<file path="config.mk">
export PLATFORM = sky130hd
export DESIGN_NAME = wav_header_parse_passthrough_unit
export DESIGN_NICKNAME = d
export VERILOG_FILES = /design/src/rtl/wavhp_pkg.sv /design/src/rtl/wavhp_div.sv /design/src/rtl/wav_header_parse_passthrough_unit.sv
export SDC_FILE = /design/constraint.sdc
export NUM_CORES = 1
export LEC_CHECK = 0
export ABC_AREA = 1
export BUFFER_PORTS_ARGS = -buffer_cell sky130_fd_sc_hd__buf_2
export CORE_MARGIN = 2
export CORE_UTILIZATION = 65
export CTS_BUF_LIST = sky130_fd_sc_hd__clkbuf_8
export CTS_CLUSTER_DIAMETER = 120
export DETAILED_ROUTE_END_ITERATION = 10
export PLACE_DENSITY = 0.83
export RECOVER_POWER = 100
export SYNTH_ARGS = -nofsm -noshare
export SYNTH_HDL_FRONTEND = slang
export SYNTH_SLANG_ARGS = --single-unit
export TNS_END_PERCENT = 10
</file>
<file path="constraint.sdc">
create_clock -name clock -period 18.43 [get_ports clock]
set_input_delay 2.7645 -clock clock [delete_from_list [all_inputs] [get_ports clock]]
set_output_delay 2.7645 -clock clock [all_outputs]
set_load 0.005 [all_outputs]
</file>
<file path="src/rtl/wavhp_pkg.sv">
// Shared types, constants and the header microprogram for the WAV header parser.
package wavhp_pkg;

   localparam int POS_W      = 6;
   localparam int HDR_LEN    = 44;
   localparam int FRAME_W    = 17;
   localparam int DIVIDEND_W = 31;
   localparam int DIVISOR_W  = FRAME_W;

   localparam logic [31:0] TAG_RIFF     = 32'h5249_4646;
   localparam logic [31:0] TAG_WAVE     = 32'h5741_5645;
   localparam logic [31:0] TAG_FMT      = 32'h666d_7420;
   localparam logic [31:0] TAG_DATA     = 32'h6461_7461;
   localparam logic [31:0] FMT_SIZE     = 32'd16;
   localparam logic [31:0] FMT_PCM      = 32'd1;
   localparam logic [31:0] MAX_CHANNELS = 32'd8;
   localparam logic [31:0] RATE_LIMIT   = 32'h0010_0000;

   typedef enum logic [1:0] {
      PH_IDLE,
      PH_HEADER,
      PH_DATA,
      PH_DIV
   } phase_type;

   typedef enum logic [1:0] {
      KIND_HEADER = 2'd0,
      KIND_DATA   = 2'd1,
      KIND_ERROR  = 2'd2
   } kind_type;

   typedef enum logic [3:0] {
      ERR_RIFF     = 4'd0,
      ERR_WAVE     = 4'd1,
      ERR_FMT_TAG  = 4'd2,
      ERR_FMT_SIZE = 4'd3,
      ERR_FORMAT   = 4'd4,
      ERR_CHANNELS = 4'd5,
      ERR_RATE     = 4'd6,
      ERR_DATA_TAG = 4'd7,
      ERR_LENGTH   = 4'd8
   } err_type;

   typedef enum logic [3:0] {
      OP_NONE,
      OP_RIFF,
      OP_WAVE,
      OP_FMT_TAG,
      OP_FMT_SIZE,
      OP_FORMAT,
      OP_CHAN,
      OP_RATE,
      OP_DEPTH,
      OP_DATA_TAG,
      OP_LEN
   } chk_op_type;

   // One control word per header byte.
   typedef struct packed {
      logic       first;
      logic       last;
      logic       big;
      logic [1:0] lane;
      chk_op_type op;
   } ucode_type;

   typedef struct packed {
      logic [7:0] byte_in;
      logic       start_req;
   } req_word_type;

   typedef struct packed {
      logic [1:0]  out_kind;
      logic [3:0]  error_code;
      logic [3:0]  channels;
      logic [19:0] rate_hz;
      logic [15:0] bits_per_sample;
      logic [31:0] sample_frames;
      logic [7:0]  data_byte;
      logic        last;
   } rsp_word_type;

   // Header microprogram: each field's start, length, byte order and check.
   function automatic ucode_type ucode_rom(input logic [POS_W-1:0] pos);
      logic [POS_W-1:0] fstart;
      logic [2:0]       flen;
      logic             big;
      chk_op_type       op;
      logic [POS_W-1:0] offset;
      ucode_type        w;
      unique case (pos) inside
         [6'd0:6'd3]: begin
            fstart = 6'd0;  flen = 3'd4; big = 1'b1; op = OP_RIFF;
         end
         [6'd4:6'd7]: begin
            fstart = 6'd4;  flen = 3'd4; big = 1'b0; op = OP_NONE;
         end
         [6'd8:6'd11]: begin
            fstart = 6'd8;  flen = 3'd4; big = 1'b1; op = OP_WAVE;
         end
         [6'd12:6'd15]: begin
            fstart = 6'd12; flen = 3'd4; big = 1'b1; op = OP_FMT_TAG;
         end
         [6'd16:6'd19]: begin
            fstart = 6'd16; flen = 3'd4; big = 1'b0; op = OP_FMT_SIZE;
         end
         [6'd20:6'd21]: begin
            fstart = 6'd20; flen = 3'd2; big = 1'b0; op = OP_FORMAT;
         end
         [6'd22:6'd23]: begin
            fstart = 6'd22; flen = 3'd2; big = 1'b0; op = OP_CHAN;
         end
         [6'd24:6'd27]: begin
            fstart = 6'd24; flen = 3'd4; big = 1'b0; op = OP_RATE;
         end
         [6'd28:6'd31]: begin
            fstart = 6'd28; flen = 3'd4; big = 1'b0; op = OP_NONE;
         end
         [6'd32:6'd33]: begin
            fstart = 6'd32; flen = 3'd2; big = 1'b0; op = OP_NONE;
         end
         [6'd34:6'd35]: begin
            fstart = 6'd34; flen = 3'd2; big = 1'b0; op = OP_DEPTH;
         end
         [6'd36:6'd39]: begin
            fstart = 6'd36; flen = 3'd4; big = 1'b1; op = OP_DATA_TAG;
         end
         [6'd40:6'd43]: begin
            fstart = 6'd40; flen = 3'd4; big = 1'b0; op = OP_LEN;
         end
         default: begin
            fstart = pos;   flen = 3'd1; big = 1'b0; op = OP_NONE;
         end
      endcase
      offset  = pos - fstart;
      w.first = (offset == '0);
      w.last  = (offset == (POS_W'(flen) - POS_W'(1)));
      w.big   = big;
      w.lane  = offset[1:0];
      w.op    = op;
      return w;
   endfunction

endpackage

</file>
<file path="src/rtl/wavhp_div.sv">
// Restoring divider, one quotient bit per cycle, for the frame count.
module wavhp_div import wavhp_pkg::*; (
   input  logic                  clock,
   input  logic                  reset,
   input  logic                  start,
   input  logic [DIVIDEND_W-1:0] dividend,
   input  logic [DIVISOR_W-1:0]  divisor,
   output logic                  done,
   output logic [DIVIDEND_W-1:0] quotient,
   output logic [DIVISOR_W-1:0]  remainder
);

   localparam int CNT_W = $clog2(DIVIDEND_W);

   logic                  busy_ff, busy_in;
   logic                  done_ff, done_in;
   logic [CNT_W-1:0]      cnt_ff, cnt_in;
   logic [DIVISOR_W-1:0]  rem_ff, rem_in;
   logic [DIVIDEND_W-1:0] quo_ff, quo_in;
   logic [DIVISOR_W:0]    trial;
   logic [DIVISOR_W:0]    diff;
   logic                  take;

   always_comb begin
      trial = {rem_ff, quo_ff[DIVIDEND_W-1]};
      diff  = trial - {1'b0, divisor};
      take  = (trial >= {1'b0, divisor});
      busy_in = busy_ff;
      done_in = done_ff;
      cnt_in  = cnt_ff;
      rem_in  = rem_ff;
      quo_in  = quo_ff;
      if (start) begin
         busy_in = 1'b1;
         done_in = 1'b0;
         cnt_in  = CNT_W'(DIVIDEND_W - 1);
         rem_in  = '0;
         quo_in  = dividend;
      end else if (busy_ff) begin
         rem_in = take ? diff[DIVISOR_W-1:0] : trial[DIVISOR_W-1:0];
         quo_in = {quo_ff[DIVIDEND_W-2:0], take};
         cnt_in = cnt_ff - CNT_W'(1);
         if (cnt_ff == '0) begin
            busy_in = 1'b0;
            done_in = 1'b1;
         end
      end
   end

   always_ff @(posedge clock) begin
      if (reset) begin
         busy_ff <= 1'b0;
         done_ff <= 1'b0;
         cnt_ff  <= '0;
      end else begin
         busy_ff <= busy_in;
         done_ff <= done_in;
         cnt_ff  <= cnt_in;
      end
   end

   always_ff @(posedge clock) begin
      rem_ff <= rem_in;
      quo_ff <= quo_in;
   end

   assign done      = done_ff;
   assign quotient  = quo_ff;
   assign remainder = rem_ff;

endmodule

</file>
<file path="src/rtl/wav_header_parse_passthrough_unit.sv">
// WAV header parser: takes a file one byte per word, checks the 44-byte canonical PCM
// header under a small microprogram indexed by the header byte position, emits one
// header word (or one error word), then passes the data chunk through with the final
// byte marked. Header and data bytes are taken one per cycle while the output queue
// has room. On the last header byte the frame count is computed by a restoring
// divider, one quotient bit per cycle, and input is held until the result is queued.
// A two-word output queue lets input keep flowing while a result waits.
module wav_header_parse_passthrough_unit import wavhp_pkg::*; (
   input  logic         clock,
   input  logic         reset,
   input  logic         req_valid,
   output logic         req_ready,
   input  req_word_type req_data,
   output logic         rsp_valid,
   input  logic         rsp_ready,
   output rsp_word_type rsp_data
);

   phase_type            state_ff, state_in;
   logic [POS_W-1:0]     pos_ff, pos_in;
   logic [31:0]          shift_ff, shift_in;
   logic [3:0]           chan_ff, chan_in;
   logic [19:0]          rate_ff, rate_in;
   logic [15:0]          depth_ff, depth_in;
   logic [FRAME_W-1:0]   frame_ff, frame_in;
   logic [31:0]          remain_ff, remain_in;

   rsp_word_type         fifo_ff [2];
   logic                 wr_ptr_ff, rd_ptr_ff;
   logic [1:0]           count_ff, count_in;

   logic                 req_fire;
   logic                 pop;
   logic                 push;
   logic                 fifo_room;
   rsp_word_type         push_word;

   phase_type            cur_state;
   logic [POS_W-1:0]     cur_pos;
   ucode_type            uc;
   logic [31:0]          base;
   logic [31:0]          shift_new;
   logic                 chk_fail;
   err_type              chk_code;

   logic                 div_start;
   logic                 div_done;
   logic [DIVIDEND_W-1:0] div_quo;
   logic [DIVISOR_W-1:0]  div_rem;

   wavhp_div u_div (
      .clock     (clock),
      .reset     (reset),
      .start     (div_start),
      .dividend  (shift_new[DIVIDEND_W-1:0]),
      .divisor   (frame_ff),
      .done      (div_done),
      .quotient  (div_quo),
      .remainder (div_rem)
   );

   assign fifo_room = (count_ff != 2'd2);
   assign req_ready = fifo_room && (state_ff != PH_DIV);
   assign req_fire  = req_valid && req_ready;
   assign rsp_valid = (count_ff != 2'd0);
   assign pop       = rsp_valid && rsp_ready;
   assign rsp_data  = fifo_ff[rd_ptr_ff];

   // A start word restarts the parse and is itself header byte zero.
   assign cur_state = req_data.start_req ? PH_HEADER : state_ff;
   assign cur_pos   = req_data.start_req ? '0 : pos_ff;
   assign uc        = ucode_rom(cur_pos);
   assign base      = uc.first ? '0 : shift_ff;
   assign shift_new = uc.big ? {base[23:0], req_data.byte_in}
                             : (base | ({24'b0, req_data.byte_in} << {uc.lane, 3'b000}));

   always_comb begin
      chk_fail = 1'b0;
      chk_code = ERR_RIFF;
      unique case (uc.op)
         OP_NONE, OP_DEPTH: begin
         end
         OP_RIFF: begin
            chk_fail = (shift_new != TAG_RIFF);
            chk_code = ERR_RIFF;
         end
         OP_WAVE: begin
            chk_fail = (shift_new != TAG_WAVE);
            chk_code = ERR_WAVE;
         end
         OP_FMT_TAG: begin
            chk_fail = (shift_new != TAG_FMT);
            chk_code = ERR_FMT_TAG;
         end
         OP_FMT_SIZE: begin
            chk_fail = (shift_new != FMT_SIZE);
            chk_code = ERR_FMT_SIZE;
         end
         OP_FORMAT: begin
            chk_fail = (shift_new != FMT_PCM);
            chk_code = ERR_FORMAT;
         end
         OP_CHAN: begin
            chk_fail = (shift_new == '0) || (shift_new > MAX_CHANNELS);
            chk_code = ERR_CHANNELS;
         end
         OP_RATE: begin
            chk_fail = (shift_new == '0) || (shift_new >= RATE_LIMIT);
            chk_code = ERR_RATE;
         end
         OP_DATA_TAG: begin
            chk_fail = (shift_new != TAG_DATA);
            chk_code = ERR_DATA_TAG;
         end
         OP_LEN: begin
            // The remainder test waits for the divider.
            chk_fail = (shift_new == '0) || shift_new[31] || (frame_ff == '0);
            chk_code = ERR_LENGTH;
         end
         default: begin
         end
      endcase
   end

   always_comb begin
      state_in  = state_ff;
      pos_in    = pos_ff;
      shift_in  = shift_ff;
      chan_in   = chan_ff;
      rate_in   = rate_ff;
      depth_in  = depth_ff;
      frame_in  = frame_ff;
      remain_in = remain_ff;
      push      = 1'b0;
      push_word = '0;
      div_start = 1'b0;
      if (req_fire) begin
         unique case (cur_state)
            PH_IDLE: begin
            end
            PH_HEADER: begin
               state_in = PH_HEADER;
               pos_in   = cur_pos + POS_W'(1);
               shift_in = shift_new;
               if (uc.last && chk_fail) begin
                  push                 = 1'b1;
                  push_word.out_kind   = KIND_ERROR;
                  push_word.error_code = chk_code;
                  state_in             = PH_IDLE;
               end else if (uc.last) begin
                  unique case (uc.op)
                     OP_CHAN: chan_in = shift_new[3:0];
                     OP_RATE: rate_in = shift_new[19:0];
                     OP_DEPTH: begin
                        depth_in = shift_new[15:0];
                        frame_in = FRAME_W'(chan_ff) * FRAME_W'(shift_new[15:3]);
                     end
                     OP_LEN: begin
                        remain_in = shift_new;
                        div_start = 1'b1;
                        state_in  = PH_DIV;
                     end
                     default: begin
                     end
                  endcase
               end
            end
            PH_DATA: begin
               push                = 1'b1;
               push_word.out_kind  = KIND_DATA;
               push_word.data_byte = req_data.byte_in;
               push_word.last      = (remain_ff == 32'd1);
               remain_in           = remain_ff - 32'd1;
               if (remain_ff == 32'd1) begin
                  state_in = PH_IDLE;
               end
            end
            PH_DIV: begin
            end
            default: begin
            end
         endcase
      end else if ((state_ff == PH_DIV) && div_done && fifo_room) begin
         push = 1'b1;
         if (div_rem != '0) begin
            push_word.out_kind   = KIND_ERROR;
            push_word.error_code = ERR_LENGTH;
            state_in             = PH_IDLE;
         end else begin
            push_word.out_kind        = KIND_HEADER;
            push_word.channels        = chan_ff;
            push_word.rate_hz         = rate_ff;
            push_word.bits_per_sample = depth_ff;
            push_word.sample_frames   = {1'b0, div_quo};
            state_in                  = PH_DATA;
         end
      end
   end

   always_comb begin
      unique case ({push, pop})
         2'b10:   count_in = count_ff + 2'd1;
         2'b01:   count_in = count_ff - 2'd1;
         default: count_in = count_ff;
      endcase
   end

   always_ff @(posedge clock) begin
      if (reset) begin
         state_ff  <= PH_IDLE;
         pos_ff    <= '0;
         count_ff  <= '0;
         wr_ptr_ff <= 1'b0;
         rd_ptr_ff <= 1'b0;
      end else begin
         state_ff  <= state_in;
         pos_ff    <= pos_in;
         count_ff  <= count_in;
         wr_ptr_ff <= wr_ptr_ff ^ push;
         rd_ptr_ff <= rd_ptr_ff ^ pop;
      end
   end

   always_ff @(posedge clock) begin
      shift_ff  <= shift_in;
      chan_ff   <= chan_in;
      rate_ff   <= rate_in;
      depth_ff  <= depth_in;
      frame_ff  <= frame_in;
      remain_ff <= remain_in;
      if (push) begin
         fifo_ff[wr_ptr_ff] <= push_word;
      end
   end

   a_no_accept_in_div: assert property (@(posedge clock) disable iff (reset)
      (state_ff == PH_DIV) |-> !req_ready)
      else $error("input word accepted while the frame count is being computed");

   a_data_count_live: assert property (@(posedge clock) disable iff (reset)
      (state_ff == PH_DATA) |-> (remain_ff != '0))
      else $error("data phase with no bytes left to pass");

   a_div_enters_wait: assert property (@(posedge clock) disable iff (reset)
      div_start |=> (state_ff == PH_DIV) && !div_done)
      else $error("divider started without the sequencer waiting on it");

   a_push_has_room: assert property (@(posedge clock) disable iff (reset)
      push |-> fifo_room)
      else $error("result written into a full output queue");

   a_header_pos_range: assert property (@(posedge clock) disable iff (reset)
      (state_ff == PH_HEADER) |-> (pos_ff < POS_W'(HDR_LEN)))
      else $error("header position ran past the end of the header");

endmodule
</file>
==> run summary, run 1 <==
Global-route wire length before repair -> 79500 um
Area growth, synth to finish -> 8.58%
Status -> complete, but fails checks
Largest net degree at the start of global routing -> 94
Commonest non-fill, non-tap cell in the layout -> nand2_1
Clk_lat worst skew -> 0.64 ns
Worst path depth -> 29
Gpl congestion -> 0.985
Yosys cell types -> 49
Clk_skew -> 0.0264 ns
Total iterations of the first detailed-routing run -> 6
CTS Root Cell -> clkbuf_8
Asr flop ratio synth -> 0
Remaining global-route overflow -> 0
Vias in the first global route -> 14412
HP Class -> reg -> reg
Buffers added on ports -> 100
Dpl cells -> 2545
Critical path startpoint -> req_data[0]
Tcrit/Tclk final -> 0.736
EDFF count, synth -> 324
Family with the most delay on the worst path -> simple AND/OR/NAND/NOR gates
Failing checks -> max-capacitance violations, max-slew violations
Final Non-Filler Cells -> 2650
Full die area -> 30800 um2
Mean number of vias per cell -> 5.77
DR WL/cell -> 19.4 um
Simple-gate share of the synthesized area -> 0.250
Clock power share -> 0.342
Peak Freq -> 73.8 MHz
Post-Syn Area -> 19100 um2
Final Hold Vio Count -> 0
Cell mode on critical path -> nand2_1
Post-synthesis adder-cell area fraction -> 0.0592
Fill count -> 2183
Syn_nets -> 2210
Net count, final -> 2308
Sequential Area -> 10500 um2
Critical path capture point type -> register
Synth Warn # -> 0
Die Y -> 175 um
Finished layout cell area -> 20700 um2
Dpl hpwl -> 35700 um
CTS Hold Bufs -> 0
Area of the multi-input gates -> 7330 um2
Power per cell area -> 98.9 nW/um2
Maximum VDD drop -> 0.0864 mV
Final setup margin -> 4.87 ns
Psw -> 0.616 mW
Leakage -> 8.99 nW
Antenna-violating nets left -> 0
Yosys reg bits -> 360
Share of the yosys chip area belonging to registers -> 0.547
Share of cells above drive strength 1 -> 0.0746
Setup_tns -> 0 ns
Num CTS Buffers -> 56
Reg2reg path depth -> 31
Initial antenna violation count -> 2
Worst Path Required -> 18.54 ns
Die width -> 175 um
Mux cell area share after synthesis -> 0
Synthesized area per cell -> 9.00 um2
Crit path kind -> in -> reg
Post-CTS resize count -> 0
Boundary Pins -> 102
Critical Path Slowest Stage Cell -> clkbuf_1
Synth Area in Compound Gates -> 0.0592
Core ar. -> 28800 um2
Ys flop type -> edfxtp_1
Crit-path max FO -> 86
Reg clk slew, reported paths -> 0.06 ns
Slew @ Worst Pin -> 4.85 ns
Critical Path Max Stage Delay -> 3.35 ns
Post-CTS Repair Setup Buffers -> 0
Residual DRC -> 0
Worst slack at placement -> 8.00 ns
Seq pwr share -> 0.470
Most frequent cells in the layout -> 714 x nand2_1, 324 x edfxtp_1, 224 x nor2_1
Drt total wl -> 51300 um
Critical path capture point -> fifo_ff[0][15]
Longest Clk Path Bufs -> 3
Capture point of the worst reg-to-reg path -> fifo_ff[0][15]
Sink Count -> 360
Iteration-0 DRC Markers -> 1859
Slew Viols, Final -> 627
Syn Inst Count -> 2121
Flop-to-flop setup slack -> 7.24 ns
Via count -> 15284
Placed cell area -> 19800 um2
CTS tree -> done
Slew HR -> -2.23
H-tree depth -> 2
Int Power -> 1.43 mW
Logic pwr share -> 0.188
Std cell rows -> 62
Max Cap Viol -> 11
Tot GR Track Use -> 0.339
Reg2reg start -> pos_ff[1]
Switching portion of total power -> 0.301
Arrival @ worst endpoint -> 13.67 ns
Synth Area in XOR/XNOR -> 0.0225
Setup crit start kind -> primary input
RSZ-0062 raised after global routing -> false
Crit path time final -> 13.56 ns
Initial Util -> 0.664
Main combinational cell family by area after synthesis -> simple AND/OR/NAND/NOR gates
Final Setup Violations -> 0
Worst Path Buf+Inv -> 4
## area by class of cell
type                            instances  share of cell area
Antenna cell                            1            0.000121
Clock buffer                           56              0.0372
Clock inverter                         48              0.0191
Inverter                              206              0.0374
Multi-Input combinational cell       1478               0.354
Sequential cell                       360               0.504
Tap cell                              384              0.0232
Timing Repair Buffer                  117              0.0254
## tightest hold or removal path: cells and delay by family, from the launching register on
kind | cells | cell delay [ns]
simple gates | 2 | 0.12
flops | 1 | 0.33
## cell usage after synthesis, types with 5 or more instances
library cell / n / area (um2)
nand2_2: 27 / 169
nand2_1: 696 / 2610
inv_2: 5 / 18.8
xor2_1: 32 / 280
nor4_1: 12 / 75.1
nand4_1: 20 / 125
o21ai_1: 22 / 110
xnor2_1: 17 / 149
ha_1: 52 / 651
nor3_1: 21 / 105
inv_1: 198 / 743
buf_6: 13 / 146
o21ai_0: 80 / 400
a21oi_1: 64 / 320
nand3_1: 125 / 626
a21oi_2: 6 / 52.6
edfxtp_1: 324 / 9730
buf_1: 8 / 30.0
a31oi_1: 8 / 50.1
nor2_1: 224 / 841
buf_2: 5 / 25.0
fa_1: 24 / 480
o21ai_2: 11 / 96.3
dfxtp_1: 36 / 721
clkbuf_1: 49 / 184
## metrics by stage
step	hold slack (ns)	total power [mW]	utilization
global route	0.526	2.13	0.720
detailed placement	0.492	1.36	0.690
global placement	0.477	1.35	0.690
CTS	0.502	2.05	0.730
finish	0.502	2.05	0.720
floorplan	0.430	1.22	-
## per-layer routing
layer / global-route usage / routed length (um) / part of all wire / up-vias
met2: 0.523 / 23300 / 0.45 / 820
met4: 0.124 / 1840 / 0.036 / 0
met3: 0.0608 / 5400 / 0.11 / 133
met1: 0.485 / 20800 / 0.41 / 7141
met5: 0 / 0 / 0 / -
li1: - / - / - / 7190
## state kept, by name (all words and copies together) (netlist names), 4 cells and up
| name | count |
|---|---|
| fifo_ff | 172 |
| remain_ff | 32 |
| shift_ff | 32 |
| u_div.quotient | 31 |
| rate_ff | 20 |
| frame_ff | 17 |
| u_div.remainder | 17 |
| depth_ff | 16 |
| pos_ff | 6 |
| u_div.cnt_ff | 5 |
| chan_ff | 4 |
## power groups by stage
stage	clock, mW	combinational (mW)	sequential (mW)
6_report	0.701	0.386	0.964
2_1_floorplan	0	0.247	0.974
3_3_place_gp	0	0.379	0.976
4_1_cts	0.704	0.389	0.960
5_1_grt	0.738	0.426	0.968
3_5_place_dp	0	0.386	0.977
## logic make-up (layout without fill, tap and decap cells)
| kind of cell | count (synthesis) | after routing |
|---|---|---|
| AO/OA/AOI/OAI | 204 | 204 |
| XOR/XNOR | 49 | 49 |
| flip-flops | 360 | 360 |
| adder cells (fa/ha/maj) | 76 | 76 |
| AND/OR/NAND/NOR | 1147 | 1147 |
| other | 2 | 3 |
| buffers and inverters | 283 | 427 |
## how the worst min path moves through the flow
stage	slack, ns	from	end	depth (start not counted)
after global placement	0.48	u_div.remainder[16]	u_div.remainder[16]	2
after detailed placement	0.49	count_ff[1]	count_ff[1]	2
final	0.50	u_div.remainder[16]	u_div.remainder[16]	2
after floorplan	0.43	u_div.done	u_div.done	2
after CTS	0.50	u_div.remainder[16]	u_div.remainder[16]	2
after global routing	0.53	u_div.remainder[16]	u_div.remainder[16]	2
No activity file was read; power rests on OpenSTA's default activity.
==> inputs of run 2 (changes only) <==
--- a/config.mk
+++ b/config.mk
@@ -8,11 +8,11 @@
 export ABC_AREA = 1
 export BUFFER_PORTS_ARGS = -buffer_cell sky130_fd_sc_hd__buf_2
 export CORE_MARGIN = 2
-export CORE_UTILIZATION = 65
+export CORE_UTILIZATION = 58
 export CTS_BUF_LIST = sky130_fd_sc_hd__clkbuf_8
 export CTS_CLUSTER_DIAMETER = 120
 export DETAILED_ROUTE_END_ITERATION = 10
-export PLACE_DENSITY = 0.83
+export PLACE_DENSITY = 0.78
 export RECOVER_POWER = 100
 export SYNTH_ARGS = -nofsm -noshare
 export SYNTH_HDL_FRONTEND = slang
==> constraint.sdc (replaced) <==
create_clock -name clock -period 11.9 [get_ports clock]
set_input_delay 1.785 -clock clock [delete_from_list [all_inputs] [get_ports clock]]
set_output_delay 1.785 -clock clock [all_outputs]
set_load 0.005 [all_outputs]
==> run summary, run 2 (same netlist as run 1, synthesis figures left out) <==
Residual DRC -> 0
Setup crit start kind -> primary input
Worst Hold Path Cells -> 2
Worst path depth -> 24
H-tree depth -> 2
Initial antenna violation count -> 3
Failing checks -> max-capacitance violations, max-slew violations
Final Setup Violations -> 0
Biggest regs -> fifo_ff (172), remain_ff (32), shift_ff (32)
Family with the most delay on the worst path -> simple AND/OR/NAND/NOR gates
Max reg flops -> 172
Tot GR Track Use -> 0.303
Remaining global-route overflow -> 0
Cell mode on critical path -> nand2_1
Most frequent cells in the layout -> 717 x nand2_1, 324 x edfxtp_1, 222 x nor2_1
Gpl congestion -> 1.06
DR WL/cell -> 18.9 um
HP Class -> reg -> reg
Largest net degree at the start of global routing -> 89
Worst Path Buf+Inv -> 4
Peak Freq -> 102 MHz
Post-CTS resize count -> 0
Max Cap Viol -> 6
Sink Count -> 360
Critical path capture point type -> register
Core ar. -> 32500 um2
Area growth, synth to finish -> 8.78%
Critical Path Slowest Stage Cell -> nand3_1
Longest Clk Path Bufs -> 3
CTS Root Cell -> clkbuf_8
Reg2reg path depth -> 24
Clk_skew -> 0.0201 ns
Final Hold Vio Count -> 0
Slew Viols, Final -> 335
Via count -> 15101
Boundary Pins -> 102
Clk_lat worst skew -> 0.64 ns
Buffers added on ports -> 100
CTS Hold Bufs -> 0
Vias in the first global route -> 14295
Mean number of vias per cell -> 5.57
Crit path kind -> in -> reg
Power per cell area -> 149 nW/um2
Final core occ -> 0.640
Full die area -> 34400 um2
CTS tree -> done
Std cell rows -> 66
Drt total wl -> 51200 um
Largest Register -> fifo_ff
Initial Util -> 0.588
Die width -> 185 um
Crit path time final -> 9.83 ns
Die Y -> 185 um
Leakage -> 8.89 nW
Arrival @ worst endpoint -> 10.24 ns
Post-CTS Repair Setup Buffers -> 0
Commonest non-fill, non-tap cell in the layout -> nand2_1
Antenna-violating nets left -> 0
Worst Path Required -> 12.31 ns
Crit-path max FO -> 78
Critical Path Max Stage Delay -> 1.00 ns
Net count, final -> 2311
Share of cells above drive strength 1 -> 0.0666
Final setup margin -> 2.07 ns
Global-route wire length before repair -> 78900 um
Status -> complete, but fails checks
Slew @ Worst Pin -> 4.00 ns
Num CTS Buffers -> 58
RSZ-0062 raised after global routing -> false
Worst slack at placement -> 2.57 ns
Crit path cell chain -> clkbuf_1 -> clkinvlp_2 -> nand2_1 -> nand2_2 -> nor2_2 -> a21oi_1 -> nand2_2 -> nand4_4 -> o21ai_0 -> fa_1 -> nor3_1 -> nand3_1 -> nand2_1 -> nand3_1 -> nand2_1 -> inv_1 -> nor2_1 -> nand3_1 -> nor2_1 -> nand2_1 -> a21oi_2 -> nand4_1 -> buf_4 -> o21ai_0
Slew HR -> -1.67
Reg clk slew, reported paths -> 0.06 ns
Setup_tns -> 0 ns
Maximum VDD drop -> 0.0940 mV
Total iterations of the first detailed-routing run -> 5
Dpl hpwl -> 36100 um
Tcrit/Tclk final -> 0.826
Iteration-0 DRC Markers -> 1779
==> run 2: metal layers <==
| metal | wire (um) | vias up | share of wire | global-route usage |
|---|---|---|---|---|
| met1 | 21800 | 7124 | 0.43 | 0.427 |
| li1 | - | 7193 | - | - |
| met3 | 4560 | 120 | 0.089 | 0.0489 |
| met4 | 1790 | 0 | 0.035 | 0.115 |
| met5 | 0 | - | 0 | 0 |
| met2 | 23000 | 664 | 0.45 | 0.473 |
==> run 2: metrics by stage <==
stage / hold WS, ns / area (um2) / power, mW / cells
after floorplan: 0.430 / 19100 / 1.89 / 2121
after global placement: 0.480 / 19900 / 2.10 / 2604
after detailed placement: 0.488 / 19900 / 2.11 / 2604
after CTS: 0.497 / 21000 / 3.12 / 2710
after global routing: 0.516 / 20800 / 3.25 / 2710
final: 0.494 / 20800 / 3.10 / 2713
==> run 2: path summary, 6_finish.rpt <==
path / startpoint / endpoint / slack [ns]
worst max register to register: pos_ff[1] / u_div.quotient[25] / 3.26
worst max-delay path: req_data[0] / u_div.quotient[25] / 2.07
worst min-delay path: u_div.remainder[16] / u_div.remainder[16] / 0.49
worst min register to register: u_div.remainder[16] / u_div.remainder[16] / 0.49
==> run 2: worst reg2reg max path, cell delays in order (launching register included) <==
cell     delay [ns]
dfxtp_1        0.33
inv_1          0.08
nor2_1         0.40
inv_1          0.09
ha_1           0.22
inv_1          0.07
nand2_1        0.05
o21ai_0        0.28
nand4_4        0.26
o21ai_0        0.38
fa_1           0.75
nor3_1         0.31
nand3_1        1.00
nand2_1        0.47
nand3_1        0.12
nand2_1        0.38
inv_1          0.33
nor2_1         0.18
nand3_1        0.08
nor2_1         0.15
nand2_1        0.12
a21oi_2        0.16
nand4_1        0.99
buf_4          0.76
o21ai_0        0.46
==> run 2: area by class of cell <==
| class | instances | area (um2) |
|---|---|---|
| fillers | 2780 | 11700 |
| clock inverters | 47 | 280 |
| repair buffers | 118 | 520 |
| multi-input cells | 1478 | 7370 |
| inverters | 206 | 774 |
| diodes | 3 | 7.51 |
| flip-flops and latches | 360 | 10500 |
| clock buffers | 59 | 812 |
| well taps | 442 | 553 |
==> run 2: power breakdown <==
group          switching [mW]  internal (mW)  total [mW]
sequential             0.0250           1.46        1.49
clock                   0.507          0.510        1.02
combinational           0.420          0.174       0.594
total                   0.952           2.15        3.10
==> inputs of run 3 (changes only) <==
==> constraint.sdc (replaced) <==
create_clock -name clock -period 8.3 [get_ports clock]
set_input_delay 1.245 -clock clock [delete_from_list [all_inputs] [get_ports clock]]
set_output_delay 1.245 -clock clock [all_outputs]
set_load 0.005 [all_outputs]
==> run summary, run 3 (same netlist as run 1, synthesis figures left out) <==
Critical path capture point type -> register
Seq pwr share -> 0.466
Post-CTS resize count -> 0
Fill count -> 2604
Vias in the first global route -> 14305
Reg clk slew, reported paths -> 0.06 ns
Worst Hold Path Cells -> 2
Mean number of vias per cell -> 5.57
Critical Path Slowest Stage Cell -> buf_2
Placed cell area -> 20200 um2
Min-delay src -> u_div.remainder[12]
Tot Pwr -> 4.58 mW
Largest Register -> fifo_ff
GR met1 Demand/Resource -> 0.424
CTS Root Cell -> clkbuf_8
Global-route wire length before repair -> 79100 um
Crit-path max FO -> 34
Dpl hpwl -> 36600 um
Clock power share -> 0.341
Setup crit start kind -> primary input
Peak Freq -> 132 MHz
Failing checks -> max-capacitance violations, max-slew violations
Remaining global-route overflow -> 0
Switching portion of total power -> 0.302
RSZ-0062 raised after global routing -> false
Family with the most delay on the worst path -> simple AND/OR/NAND/NOR gates
Final core occ -> 0.648
Flop-to-flop setup slack -> 1.18 ns
CTS tree -> done
Residual DRC -> 0
Worst Path Required -> 8.54 ns
Clk_skew -> 0.0328 ns
Critical Path Max Stage Delay -> 0.68 ns
Final Setup Violations -> 0
Hold slack final -> 0.503 ns
Leakage -> 9.03 nW
Net count, final -> 2339
Core ar. -> 32500 um2
Worst Path Buf+Inv -> 8
Commonest non-fill, non-tap cell in the layout -> nand2_1
Critical path startpoint -> req_data[0]
Global route hottest layer -> met2
Logic pwr share -> 0.193
Tot GR Track Use -> 0.306
Final Hold Vio Count -> 0
Slew HR -> -1.70
Reg2reg path depth -> 36
Share of cells above drive strength 1 -> 0.0744
Max reg flops -> 172
Slew Viols, Final -> 294
Max Cap Viol -> 5
Slew @ Worst Pin -> 4.05 ns
Met2 Usage GRT -> 0.484
Most frequent cells in the layout -> 714 x nand2_1, 324 x edfxtp_1, 223 x nor2_1
Tcrit/Tclk final -> 0.915
Reg2reg start -> pos_ff[1]
Boundary Pins -> 102
Finished layout cell area -> 21000 um2
Setup_tns -> 0 ns
H-tree depth -> 2
Capture point of the worst reg-to-reg path -> fifo_ff[1][29]
Worst path depth -> 36
Num CTS Buffers -> 56
HP Class -> reg -> reg
Hold worst-path end -> u_div.remainder[12]
Sink Count -> 360
Crit path kind -> in -> reg
Met3 Resource Use GR -> 0.0560
DR WL/cell -> 18.8 um
Full die area -> 34400 um2
Initial Util -> 0.588
Gpl congestion -> 1.03
Area growth, synth to finish -> 10.1%
Status -> complete, but fails checks
Int Power -> 3.19 mW
Via count -> 15278
Std cell rows -> 66
Total iterations of the first detailed-routing run -> 5
Buffers added on ports -> 100
Die width -> 185 um
Antenna-violating nets left -> 0
Die Y -> 185 um
Arrival @ worst endpoint -> 7.84 ns
Psw -> 1.38 mW
Iteration-0 DRC Markers -> 1779
Largest net degree at the start of global routing -> 94
Cell mode on critical path -> nand2_1
CTS Hold Bufs -> 0
Post-CTS Repair Setup Buffers -> 0
Longest Clk Path Bufs -> 3
Drt total wl -> 51600 um
Power per cell area -> 218 nW/um2
Maximum VDD drop -> 0.156 mV
Clk_lat worst skew -> 0.63 ns
Crit path time final -> 7.60 ns
Biggest regs -> fifo_ff (172), remain_ff (32), shift_ff (32)
Initial antenna violation count -> 2
[run 3: cell count changes in the layout (fill, tap and decap cells not counted), sizes merged]
cell	previous run	this run
clkbuf	136	165
buf	41	47
clkinv	28	24
inv	219	216
bufinv	2	4
diode	3	2
[run 3: power by group through the flow]
| stage | Clock [mW] | Combinational [mW] | Sequential, mW |
|---|---|---|---|
| after global placement | 0 | 0.886 | 2.16 |
| after CTS | 1.58 | 0.908 | 2.13 |
| after detailed placement | 0 | 0.903 | 2.17 |
| after global routing | 1.65 | 0.983 | 2.14 |
| final | 1.56 | 0.885 | 2.13 |
| after floorplan | 0 | 0.550 | 2.16 |
[run 3: layout make-up]
cell class                 count  area, um2  area share
multi-input combinational   1478       7380       0.351
sequential                   360      10500       0.497
inverter                     206        776      0.0369
clock buffer                  64        881      0.0419
timing repair buffer         148        677      0.0322
clock inverter                42        304      0.0145
antenna                        2       5.00    0.000238
tap                          442        553      0.0263
[run 3: how the worst max path moves through the flow]
stage                                end  slack, ns
after floorplan            fifo_ff[1][0]       0.42
after global placement      frame_ff[15]       0.55
after detailed placement    frame_ff[16]       0.38
after CTS                   frame_ff[16]       1.03
after global routing      fifo_ff[1][14]       0.21
final                     fifo_ff[1][29]       0.70
[run 3: per-stage QoR]
step	worst slack, ns	std cells
global placement	0.548	2634
global route	0.206	2740
floorplan	0.418	2121
finish	0.703	2742
CTS	1.03	2740
detailed placement	0.380	2634
[run 3: routing by layer]
layer | part of all wire | wire length (um)
met4 | 0.033 | 1700
met5 | 0 | 0
met2 | 0.46 | 23700
met1 | 0.41 | 21400
met3 | 0.094 | 4860
[run 3: worst register-to-register path: cells and delay by family, from the launching register on]
| family | cells | cell delay [ns] |
|---|---|---|
| AOI/OAI and AO/OA | 4 | 0.90 |
| adders and majority gates | 3 | 1.06 |
| buffers and inverters | 8 | 1.79 |
| DFF | 1 | 0.34 |
| and+or+nand+nor | 21 | 2.63 |
